**src/spq_pkg.sv**
```systemverilog
`default_nettype none

package spq_pkg;

    // default number of stored records
    localparam int unsigned QueueDepthDefault = 32;

    // command codes carried on the input tuser
    localparam logic [2:0] KIND_INSERT     = 3'd0;
    localparam logic [2:0] KIND_POP        = 3'd1;
    localparam logic [2:0] KIND_LIST_ALL   = 3'd2;
    localparam logic [2:0] KIND_LIST_SCORE = 3'd3;
    localparam logic [2:0] KIND_LIST_LTR   = 3'd4;
    localparam logic [2:0] KIND_CLEAR      = 3'd5;

    // result status codes carried on the output tuser
    localparam logic [1:0] STAT_DONE   = 2'd0;
    localparam logic [1:0] STAT_FULL   = 2'd1;
    localparam logic [1:0] STAT_RECORD = 2'd2;
    localparam logic [1:0] STAT_NONE   = 2'd3;

    localparam int unsigned RecWidth   = 42;
    localparam int unsigned TdataWidth = 48;

    // one stored record, tag in the lowest bits
    typedef struct packed {
        logic [7:0]  prio;
        logic [9:0]  score;
        logic [7:0]  letter;
        logic [15:0] tag;
    } rec_t;

    // sequencer states, one-hot
    typedef enum logic [9:0] {
        ST_IDLE     = 10'b0000000001,
        ST_INS_RD   = 10'b0000000010,
        ST_INS_CMP  = 10'b0000000100,
        ST_INS_PUT  = 10'b0000001000,
        ST_POP_RD   = 10'b0000010000,
        ST_POP_HEAD = 10'b0000100000,
        ST_POP_SH   = 10'b0001000000,
        ST_LST_RD   = 10'b0010000000,
        ST_LST      = 10'b0100000000,
        ST_RESP     = 10'b1000000000
    } state_t;

endpackage

`default_nettype wire

```
**src/stable_priority_record_queue_top.sv**
```systemverilog
// stable priority record queue
// input channel s_*: one command per request, tuser = kind, tdata = record
//   (tag, letter, score, priority); list kinds use score or letter as filter
// output channel m_*: result requests, tuser = status, tdata = record,
//   tlast marks the final result of a command
// records are held in one memory with a write port and a read port, and kept
// in descending priority order, equal priorities in arrival order
// steps per command:
//   insert: shift lower-priority records up one at a time, then place the new one
//   pop:    head read, then one record moved per cycle
//   list:   one stored record examined per cycle unless an output stall holds it
//   clear and others: answer directly
// each step does at most one memory read and one write, so the memory sets
// the pace; s_tready is high only while the sequencer is idle
// a finished result waits in the output register while the next command
// is accepted; a stalled receiver holds the sequencer until the slot frees
// after reset (aresetn low, synchronous) the queue is empty and no result
// is pending; memory contents need no clearing
`default_nettype none

module stable_priority_record_queue_top #(
    parameter int unsigned QUEUE_DEPTH = spq_pkg::QueueDepthDefault
) (
    input  wire logic                               aclk,
    input  wire logic                               aresetn,
    input  wire logic                               s_tvalid,
    output logic                                    s_tready,
    // tag [15:0], letter [23:16], score [33:24], priority [41:34], zero fill
    input  wire logic [spq_pkg::TdataWidth-1:0]     s_tdata,
    // kind [2:0]
    input  wire logic [2:0]                         s_tuser,
    output logic                                    m_tvalid,
    input  wire logic                               m_tready,
    // tag [15:0], letter [23:16], score [33:24], priority [41:34], zero fill
    output logic [spq_pkg::TdataWidth-1:0]          m_tdata,
    // status [1:0]
    output logic [1:0]                              m_tuser,
    output logic                                    m_tlast
);
    import spq_pkg::*;

    localparam int unsigned AW = (QUEUE_DEPTH > 1) ? $clog2(QUEUE_DEPTH) : 1;
    localparam int unsigned CW = $clog2(QUEUE_DEPTH + 1);
    localparam logic [CW-1:0] DepthC = CW'(QUEUE_DEPTH);
    localparam logic [CW-1:0] OneC   = CW'(1);

    state_t        state_reg, state_next;
    logic [CW-1:0] fill_reg, fill_next;
    logic [CW-1:0] idx_reg, idx_next;
    logic [2:0]    kind_reg, kind_next;
    rec_t          new_reg, new_next;
    rec_t          rec_reg, rec_next;
    logic          pend_reg, pend_next;
    logic [1:0]    resp_reg, resp_next;

    logic          m_tvalid_reg;
    logic [1:0]    m_status_reg;
    rec_t          m_rec_reg;
    logic          m_last_reg;

    rec_t          entries_reg [QUEUE_DEPTH];
    rec_t          rd_data_reg;

    logic [AW-1:0] rd_addr;
    logic          wr_en;
    logic [AW-1:0] wr_addr;
    rec_t          wr_data;

    logic          out_load;
    logic [1:0]    out_status;
    rec_t          out_rec;
    logic          out_last;

    logic          slot_free;
    logic          hit;
    logic          go;
    logic [CW-1:0] idx_m1, idx_m2, idx_p1;

    assign slot_free = !m_tvalid_reg || m_tready;
    assign idx_m1    = idx_reg - OneC;
    assign idx_m2    = idx_reg - CW'(2);
    assign idx_p1    = idx_reg + OneC;

    // filter match for list commands
    always_comb begin
        case (kind_reg)
            KIND_LIST_SCORE: hit = (rd_data_reg.score >= new_reg.score);
            KIND_LIST_LTR:   hit = (rd_data_reg.letter <= new_reg.letter);
            default:         hit = 1'b1;
        endcase
    end

    // list step may advance unless a second match needs the busy output slot
    assign go = !(hit && pend_reg) || slot_free;

    // sequencer
    always_comb begin
        state_next = state_reg;
        fill_next  = fill_reg;
        idx_next   = idx_reg;
        kind_next  = kind_reg;
        new_next   = new_reg;
        rec_next   = rec_reg;
        pend_next  = pend_reg;
        resp_next  = resp_reg;
        rd_addr    = '0;
        wr_en      = 1'b0;
        wr_addr    = idx_reg[AW-1:0];
        wr_data    = new_reg;
        out_load   = 1'b0;
        out_status = STAT_DONE;
        out_rec    = rec_reg;
        out_last   = 1'b1;
        s_tready   = 1'b0;

        unique case (state_reg)
            ST_IDLE: begin
                s_tready = 1'b1;
                if (s_tvalid) begin
                    kind_next  = s_tuser;
                    new_next   = rec_t'(s_tdata[RecWidth-1:0]);
                    idx_next   = fill_reg;
                    pend_next  = 1'b0;
                    resp_next  = STAT_DONE;
                    state_next = ST_RESP;
                    unique case (s_tuser) inside
                        KIND_INSERT: begin
                            if (fill_reg == DepthC) begin
                                resp_next = STAT_FULL;
                            end else if (fill_reg == '0) begin
                                state_next = ST_INS_PUT;
                            end else begin
                                state_next = ST_INS_RD;
                            end
                        end
                        KIND_POP: begin
                            if (fill_reg == '0) begin
                                resp_next = STAT_NONE;
                            end else begin
                                state_next = ST_POP_RD;
                            end
                        end
                        KIND_LIST_ALL, KIND_LIST_SCORE, KIND_LIST_LTR: begin
                            idx_next   = '0;
                            state_next = ST_LST_RD;
                        end
                        KIND_CLEAR: begin
                            fill_next = '0;
                        end
                        default: begin
                            resp_next = STAT_DONE;
                        end
                    endcase
                end
            end

            // fetch the current tail record
            ST_INS_RD: begin
                rd_addr    = idx_m1[AW-1:0];
                state_next = ST_INS_CMP;
            end

            // compare entry idx-1 with the new record, shift it up if lower
            ST_INS_CMP: begin
                rd_addr = idx_m2[AW-1:0];
                wr_en   = 1'b1;
                if (rd_data_reg.prio >= new_reg.prio) begin
                    wr_data    = new_reg;
                    fill_next  = fill_reg + OneC;
                    resp_next  = STAT_DONE;
                    state_next = ST_RESP;
                end else begin
                    wr_data  = rd_data_reg;
                    idx_next = idx_m1;
                    if (idx_reg == OneC) begin
                        state_next = ST_INS_PUT;
                    end
                end
            end

            // place the new record at the head position
            ST_INS_PUT: begin
                wr_en      = 1'b1;
                wr_data    = new_reg;
                fill_next  = fill_reg + OneC;
                resp_next  = STAT_DONE;
                state_next = ST_RESP;
            end

            ST_POP_RD: begin
                rd_addr    = '0;
                state_next = ST_POP_HEAD;
            end

            ST_POP_HEAD: begin
                rd_addr    = OneC[AW-1:0];
                rec_next   = rd_data_reg;
                idx_next   = OneC;
                state_next = ST_POP_SH;
            end

            // move entry idx down by one
            ST_POP_SH: begin
                rd_addr = idx_p1[AW-1:0];
                if (idx_reg < fill_reg) begin
                    wr_en    = 1'b1;
                    wr_addr  = idx_m1[AW-1:0];
                    wr_data  = rd_data_reg;
                    idx_next = idx_p1;
                end else begin
                    fill_next  = fill_reg - OneC;
                    resp_next  = STAT_RECORD;
                    state_next = ST_RESP;
                end
            end

            ST_LST_RD: begin
                rd_addr    = idx_reg[AW-1:0];
                state_next = ST_LST;
            end

            // scan, holding the latest match back until the next one shows
            ST_LST: begin
                rd_addr = idx_reg[AW-1:0];
                if (idx_reg < fill_reg) begin
                    if (go) begin
                        rd_addr  = idx_p1[AW-1:0];
                        idx_next = idx_p1;
                        if (hit) begin
                            rec_next  = rd_data_reg;
                            pend_next = 1'b1;
                            if (pend_reg) begin
                                out_load   = 1'b1;
                                out_status = STAT_RECORD;
                                out_rec    = rec_reg;
                                out_last   = 1'b0;
                            end
                        end
                    end
                end else begin
                    resp_next  = pend_reg ? STAT_RECORD : STAT_NONE;
                    state_next = ST_RESP;
                end
            end

            // final result of the command
            ST_RESP: begin
                if (slot_free) begin
                    out_load   = 1'b1;
                    out_status = resp_reg;
                    out_rec    = (resp_reg == STAT_RECORD) ? rec_reg : '0;
                    out_last   = 1'b1;
                    state_next = ST_IDLE;
                end
            end

            default: begin
                state_next = ST_IDLE;
            end
        endcase
    end

    // control registers
    always_ff @(posedge aclk) begin
        if (!aresetn) begin
            state_reg <= ST_IDLE;
            fill_reg  <= '0;
            pend_reg  <= 1'b0;
        end else begin
            state_reg <= state_next;
            fill_reg  <= fill_next;
            pend_reg  <= pend_next;
        end
    end

    // command and working registers
    always_ff @(posedge aclk) begin
        idx_reg  <= idx_next;
        kind_reg <= kind_next;
        new_reg  <= new_next;
        rec_reg  <= rec_next;
        resp_reg <= resp_next;
    end

    // record memory, one write and one registered read per cycle
    always_ff @(posedge aclk) begin
        if (wr_en) begin
            entries_reg[wr_addr] <= wr_data;
        end
        rd_data_reg <= entries_reg[rd_addr];
    end

    // output register
    always_ff @(posedge aclk) begin
        if (!aresetn) begin
            m_tvalid_reg <= 1'b0;
        end else if (out_load) begin
            m_tvalid_reg <= 1'b1;
        end else if (m_tready) begin
            m_tvalid_reg <= 1'b0;
        end
    end

    always_ff @(posedge aclk) begin
        if (out_load) begin
            m_status_reg <= out_status;
            m_rec_reg    <= out_rec;
            m_last_reg   <= out_last;
        end
    end

    assign m_tvalid = m_tvalid_reg;
    assign m_tuser  = m_status_reg;
    assign m_tlast  = m_last_reg;
    assign m_tdata  = {{(TdataWidth - RecWidth){1'b0}}, m_rec_reg};

endmodule

`default_nettype wire
```
**config.mk**
```make
export PLATFORM = sky130hd
export DESIGN_NAME = stable_priority_record_queue_top
export DESIGN_NICKNAME = d
export VERILOG_FILES = /design/src/spq_pkg.sv /design/src/stable_priority_record_queue_top.sv
export SDC_FILE = /design/constraint.sdc
export NUM_CORES = 2
export LEC_CHECK = 0
export CORE_MARGIN = 4
export CORE_UTILIZATION = 53
export CTS_CLUSTER_DIAMETER = 40
export DETAILED_ROUTE_END_ITERATION = 16
export DONT_BUFFER_PORTS = 1
export PLACE_DENSITY_LB_ADDON = 0.25
export SLEW_MARGIN = 20
export SYNTH_ARGS = -nofsm -noshare
export SYNTH_HDL_FRONTEND = slang
export SYNTH_SLANG_ARGS = --single-unit
```
**constraint.sdc**
```tcl
create_clock -name aclk -period 9.5 [get_ports aclk]
set_input_delay 1.425 -clock aclk [delete_from_list [all_inputs] [get_ports aclk]]
set_output_delay 1.425 -clock aclk [all_outputs]
set_load 0.005 [all_outputs]
```
Yosys cells after proc, flatten, opt, wreduce, memory -nomap -nowiden

Memories as Yosys holds them, arrays and structs flattened. A register that Yosys moved wholly into a read port is not among the register bits.
Cells that the tools add are included.
W data, S select, Z words.

Add/sub/neg operators: 5
Multiply operators: 0
Div/mod/pow operators: 0
Magnitude comparators: 4
Eq/ne operators: 33
Shift operators: 0
Multiplexer cells: 72
Bitwise logic cells: 0
Reductions and logical operators: 24

Operators with widths:

| cell                   | count |
|---|---|
| $mux W42               | 8 |
| $pmux W42 S2           | 2 |
| $pmux W10 S9           | 1 |
| $mux W10               | 7 |
| $mux W6                | 10 |
| $pmux W10 S3           | 1 |
| $pmux W5 S6            | 1 |
| $pmux W6 S5            | 1 |
| $ne A2 B2 Y1 const B   | 12 |
| $pmux W6 S4            | 1 |
| $mux W2                | 10 |
| $mux W5                | 4 |
| $mux W1                | 18 |
| $reduce_and A5 Y1      | 3 |
| $add A6 B1 Y6 const B  | 2 |
| $reduce_and A4 Y1      | 3 |
| $sub A6 B1 Y6 const B  | 2 |
| $eq A10 B1 Y1 const B  | 1 |
| $eq A10 B10 Y1 const B | 1 |
| $eq A10 B2 Y1 const B  | 1 |
| $eq A10 B3 Y1 const B  | 1 |
| $eq A10 B4 Y1 const B  | 1 |
| $eq A10 B5 Y1 const B  | 1 |
| $eq A10 B6 Y1 const B  | 1 |
| 31 further kinds       | 45 |

Bits in registers: 158
Bits in latches: 0
RAM bits: 1344
Bits in read-only memories: 0
Input port bits: 55
Output and inout bits: 53
Memories: 1

Memories:

| memory      | depth | width | read ports | clocked after memory_dff | wr ports | line                                   | RTL |
|---|---|---|---|---|---|---|---|
| entries_reg | 32    | 42    | 1          | 1                        | 1        | stable_priority_record_queue_top.sv:61 | `rec_t entries_reg [QUEUE_DEPTH];` |

Depth between registers and ports, before layout

Depth after elaboration: 9
Mapped depth: 16

Worst setup path before layout

No wires, ideal clock.

Path type: register to register
From: reg fill_reg[1]
To: mem entries_reg[14][0] (netlist bit), enable pin
Data arrival time: 4.002 ns
Data required time: 9.054 ns
Setup slack: 5.052 ns
Stages on the path, launching flop included: 12
Path buffers: 3
Cells stage by stage: dfxtp_1 inv_1 ha_1 a2111oi_4 o31ai_1 buf_2 buf_2 nand2b_1 clkbuf_1 nor3_1 a31oi_1 nor2b_1

Word-level cells in the longest chain between the ends: 5
Elaborated cells on any way between the ends: 7

RTL lines:

| what                          | line                                    | RTL |
|---|---|---|
| from (decl)                   | stable_priority_record_queue_top.sv:48  | `logic [CW-1:0] fill_reg, fill_next;` |
| from (signal assigned)        | stable_priority_record_queue_top.sv:271 | `fill_reg <= fill_next;` |
| $lt A6 B6 Y1 (*)              | stable_priority_record_queue_top.sv:205 | `if (idx_reg < fill_reg) begin` |
| $mux W1                       | stable_priority_record_queue_top.sv:205 |  |
| $pmux W1 S2                   | stable_priority_record_queue_top.sv:116 | `unique case (state_reg)` |
| $mux W1                       | stable_priority_record_queue_top.sv:287 | `if (wr_en) begin` |
| $mux W1 (implied by the code) | stable_priority_record_queue_top.sv:288 | `entries_reg[wr_addr] <= wr_data;` |
| to (decl)                     | stable_priority_record_queue_top.sv:61  |  |

Every way passes the cells marked *; elsewhere a longest branch is shown, timed or not.

Worst setup path in the final report

From: reg idx_reg[2]
To: reg, netlist name rd_data_reg[19]

Word-level cells in the longest chain between the ends: 4
Elaborated cells on any way between the ends: 7

RTL lines:

| what                   | line                                    | RTL |
|---|---|---|
| from (decl)            | stable_priority_record_queue_top.sv:49  | `logic [CW-1:0] idx_reg, idx_next;` |
| from (signal assigned) | stable_priority_record_queue_top.sv:278 | `idx_reg <= idx_next;` |
| $add A6 B1 Y6          | stable_priority_record_queue_top.sv:82  | `assign idx_p1 = idx_reg + OneC;` |
| $mux W5                | stable_priority_record_queue_top.sv:226 | `if (go) begin` |
| $mux W5                | stable_priority_record_queue_top.sv:225 | `if (idx_reg < fill_reg) begin` |
| $pmux W5 S6 (*)        | stable_priority_record_queue_top.sv:116 |  |

Marked as above.
A chain may end at the register's enable or synchronous reset.

==> metrics <==
FMAX=0.177 GHz; area of the multi-input gates=0.0145 sq mm; maximum number of pins on one net before global-route repair=160; number of global-route vias before repair=35,000; path type of the worst setup path=reg -> reg; Cells after Synth=4,257; CTS tree=done; 1st-pass router iterations=8; Layout fillers=8,252; post-DP HPWL=82.1 mm; Root Driver=clkbuf_16; Worst Path Max Fanout=40; top-area cell type share of the netlist area=0.730; die area=0.121 sq mm; hold path endpoint=rec_reg[11]; EDFF count, synth=1,484; Seq cells post-synth=1,544; ranking of synthesized cells by area=edfxtp_1, nand2_1, mux2i_1; post_cts resized=0; core area=0.114 sq mm; worst slew margin relative to its limit=0.178; Fin Clk Skew=0.0288 ns; post-DR vias/cell=6.32; register clock-pin slew on the reported worst setup and hold paths=0.06 ns; outcome=completed; worst r2r src=idx_reg[2]; Final ANT Viol Nets=0; pwr dens=289 mW/mm^2; Syn Std Cell Area=0.0611 sq mm; Tightest Hold Check Type=reg -> reg; fin. max-slew vios=0; Slew @ Worst Pin=1.23 ns; Finish-stage setup viols=0; share of layout cells above drive strength 1=0.111; post-route setup TNS=0 ns; die height=347 microns; Max Cap Viol=0; clk buf depth=3; Routed WL=168 mm; first-pass GRT wire length=242 mm; IO Count=108; Placement Rows=124; Area Growth Syn to Fin=12.7%; antenna violations before repair=5; initial core utilization=0.534; hold path start=rd_data_reg[11]; Post-synth top flop=edfxtp_1; ys async rst share=0; vias post-DR=37,400; Total GRT Usage=0.274; Lkg Pwr=23.3 nW; Synth cell types=80; fin crit share=0.595; IO Port Bufs=0; cts hold-fix bufs=0; fin cells=5,921; CP Capture Type=flip-flop; Seq/Total Area, Yosys=0.750; crit path time final=5.65 ns; register area=0.0458 sq mm; RSZ-0062 raised after global routing=false; commonest cells after routing, fill and taps aside=edfxtp_1, nand2_1, nand3_1; CTS H-Tree Depth=4; Cells after DPL=5,600; worst endpoint required time=10.11 ns; Iter 0 DRT Violations=4,989; Die X=347 microns; r2r worst-path depth=13; clk sink count=1,544; Final Hold Violating Endpoints=0; Residual DRC=0; WL/cell=28.3 microns; leading cell type in the layout, fill and taps excluded=edfxtp_1; R2R Path End=rd_data_reg[19]; cts bufs inserted=170; Synth Warn #=0; max FFs per register=1,344; setup bufs post-CTS=0; Setup crit start kind=flip-flop; worst slack, placed=3.96 ns; WP data arrival=6.26 ns; leading area contributor after synthesis=edfxtp_1; layout net count=4,357; post-route setup slack=3.85 ns; mean post-synth cell area=14.3 sq um; hold path depth=0; peak supply drop=251 uV; clock latency on the worst-skew pair=0.78 ns; R2R setup slack=3.85 ns; gp weighted congestion=0.859; GR Overflow Total=0
where the power goes:
part	switching, mW	total (mW)	internal (mW)
clock	2.73	6.59	3.86
combinational	3.37	4.73	1.36
sequential	0.363	8.60	8.24
total	6.46	19.9	13.5
how the worst max path moves through the flow:
| stage | from | end | slack, ns | cells after the start |
|---|---|---|---|---|
| floorplan | fill_reg[1] | entries_reg[14][0] | 5.05 | 11 |
| global placement | rd_data_reg[24] | rd_data_reg[0] | 3.95 | 15 |
| detailed placement | idx_reg[2] | rd_data_reg[19] | 3.96 | 13 |
| CTS | idx_reg[2] | rd_data_reg[19] | 3.98 | 13 |
| global route | idx_reg[2] | rd_data_reg[36] | 3.65 | 13 |
| finish | idx_reg[2] | rd_data_reg[19] | 3.85 | 13 |
critical path, stage by stage, from the launching register on:
cell and delay [ns]:
edfxtp_1 0.88, inv_1 0.28, ha_1 0.29, a21oi_2 0.37, nor2_1 0.09, o311ai_0 0.32, o211ai_1 0.27, or3_4 0.69
nor2_4 0.15, buf_4 0.65, buf_4 0.71, a32oi_1 0.13, a31oi_1 0.38, o22ai_1 0.23
cell type report:
type / instances / share of cell area
Timing Repair Buffer: 91 / 0.0111
Tap cell: 1512 / 0.0275
Sequential cell: 1544 / 0.665
Clock buffer: 217 / 0.0684
Clock inverter: 101 / 0.0148
Multi-Input combinational cell: 2405 / 0.211
Antenna cell: 3 / 0.000109
Inverter: 48 / 0.00262
stage by stage:
step,hold slack (ns),cell area (sq um),total power [mW],util
final,0.428,68800,19.9,0.602
after global routing,0.451,68800,20.7,0.602
after CTS,0.428,68700,19.9,0.601
after detailed placement,0.412,63000,13.3,0.551
after global placement,0.412,62900,13.2,0.550
after floorplan,0.403,61100,11.7,-
cells in the mapped netlist (6+ instances only):
| cell | number |
|---|---|
| a21o_1 | 7 |
| o211ai_1 | 17 |
| nand4_1 | 29 |
| o2111ai_1 | 65 |
| nor2_1 | 80 |
| and3_1 | 31 |
| or3_1 | 10 |
| buf_4 | 17 |
| o22ai_1 | 33 |
| nor4_1 | 6 |
| edfxtp_1 | 1484 |
| mux2_2 | 20 |
| ha_1 | 41 |
| clkbuf_1 | 108 |
| o21ai_1 | 7 |
| nor2b_1 | 56 |
| a22oi_1 | 10 |
| a31oi_1 | 85 |
| a21oi_1 | 46 |
| a32oi_1 | 158 |
| buf_1 | 23 |
| and2_1 | 23 |
| nand2_1 | 1005 |
| nand3_1 | 283 |
| inv_1 | 47 |
| nor3_1 | 21 |
| a211oi_1 | 6 |
| xnor2_1 | 7 |
| buf_2 | 114 |
| a2111oi_0 | 21 |
| nand2b_1 | 8 |
| xor2_1 | 6 |
| dfxtp_1 | 60 |
| mux2i_1 | 191 |
| o21ai_0 | 38 |
cell families after synthesis:
group,synth area share
flip-flops,0.750
multiplexers,0.0350
other,0.0000614
buffers and inverters,0.0230
AO/OA/AOI/OAI,0.0684
XOR/XNOR,0.00186
AND/OR/NAND/NOR,0.113
adder cells (fa/ha/maj),0.00873
layer usage:
metal | part of all wire | GRT usage | vias to the layer above
met5 | 0.000066 | 0 | -
met4 | 0.035 | 0.0965 | 2
met3 | 0.12 | 0.0608 | 361
met2 | 0.46 | 0.424 | 2230
met1 | 0.38 | 0.386 | 18600
li1 | - | - | 16200
Power figures use the tool's default switching activity.
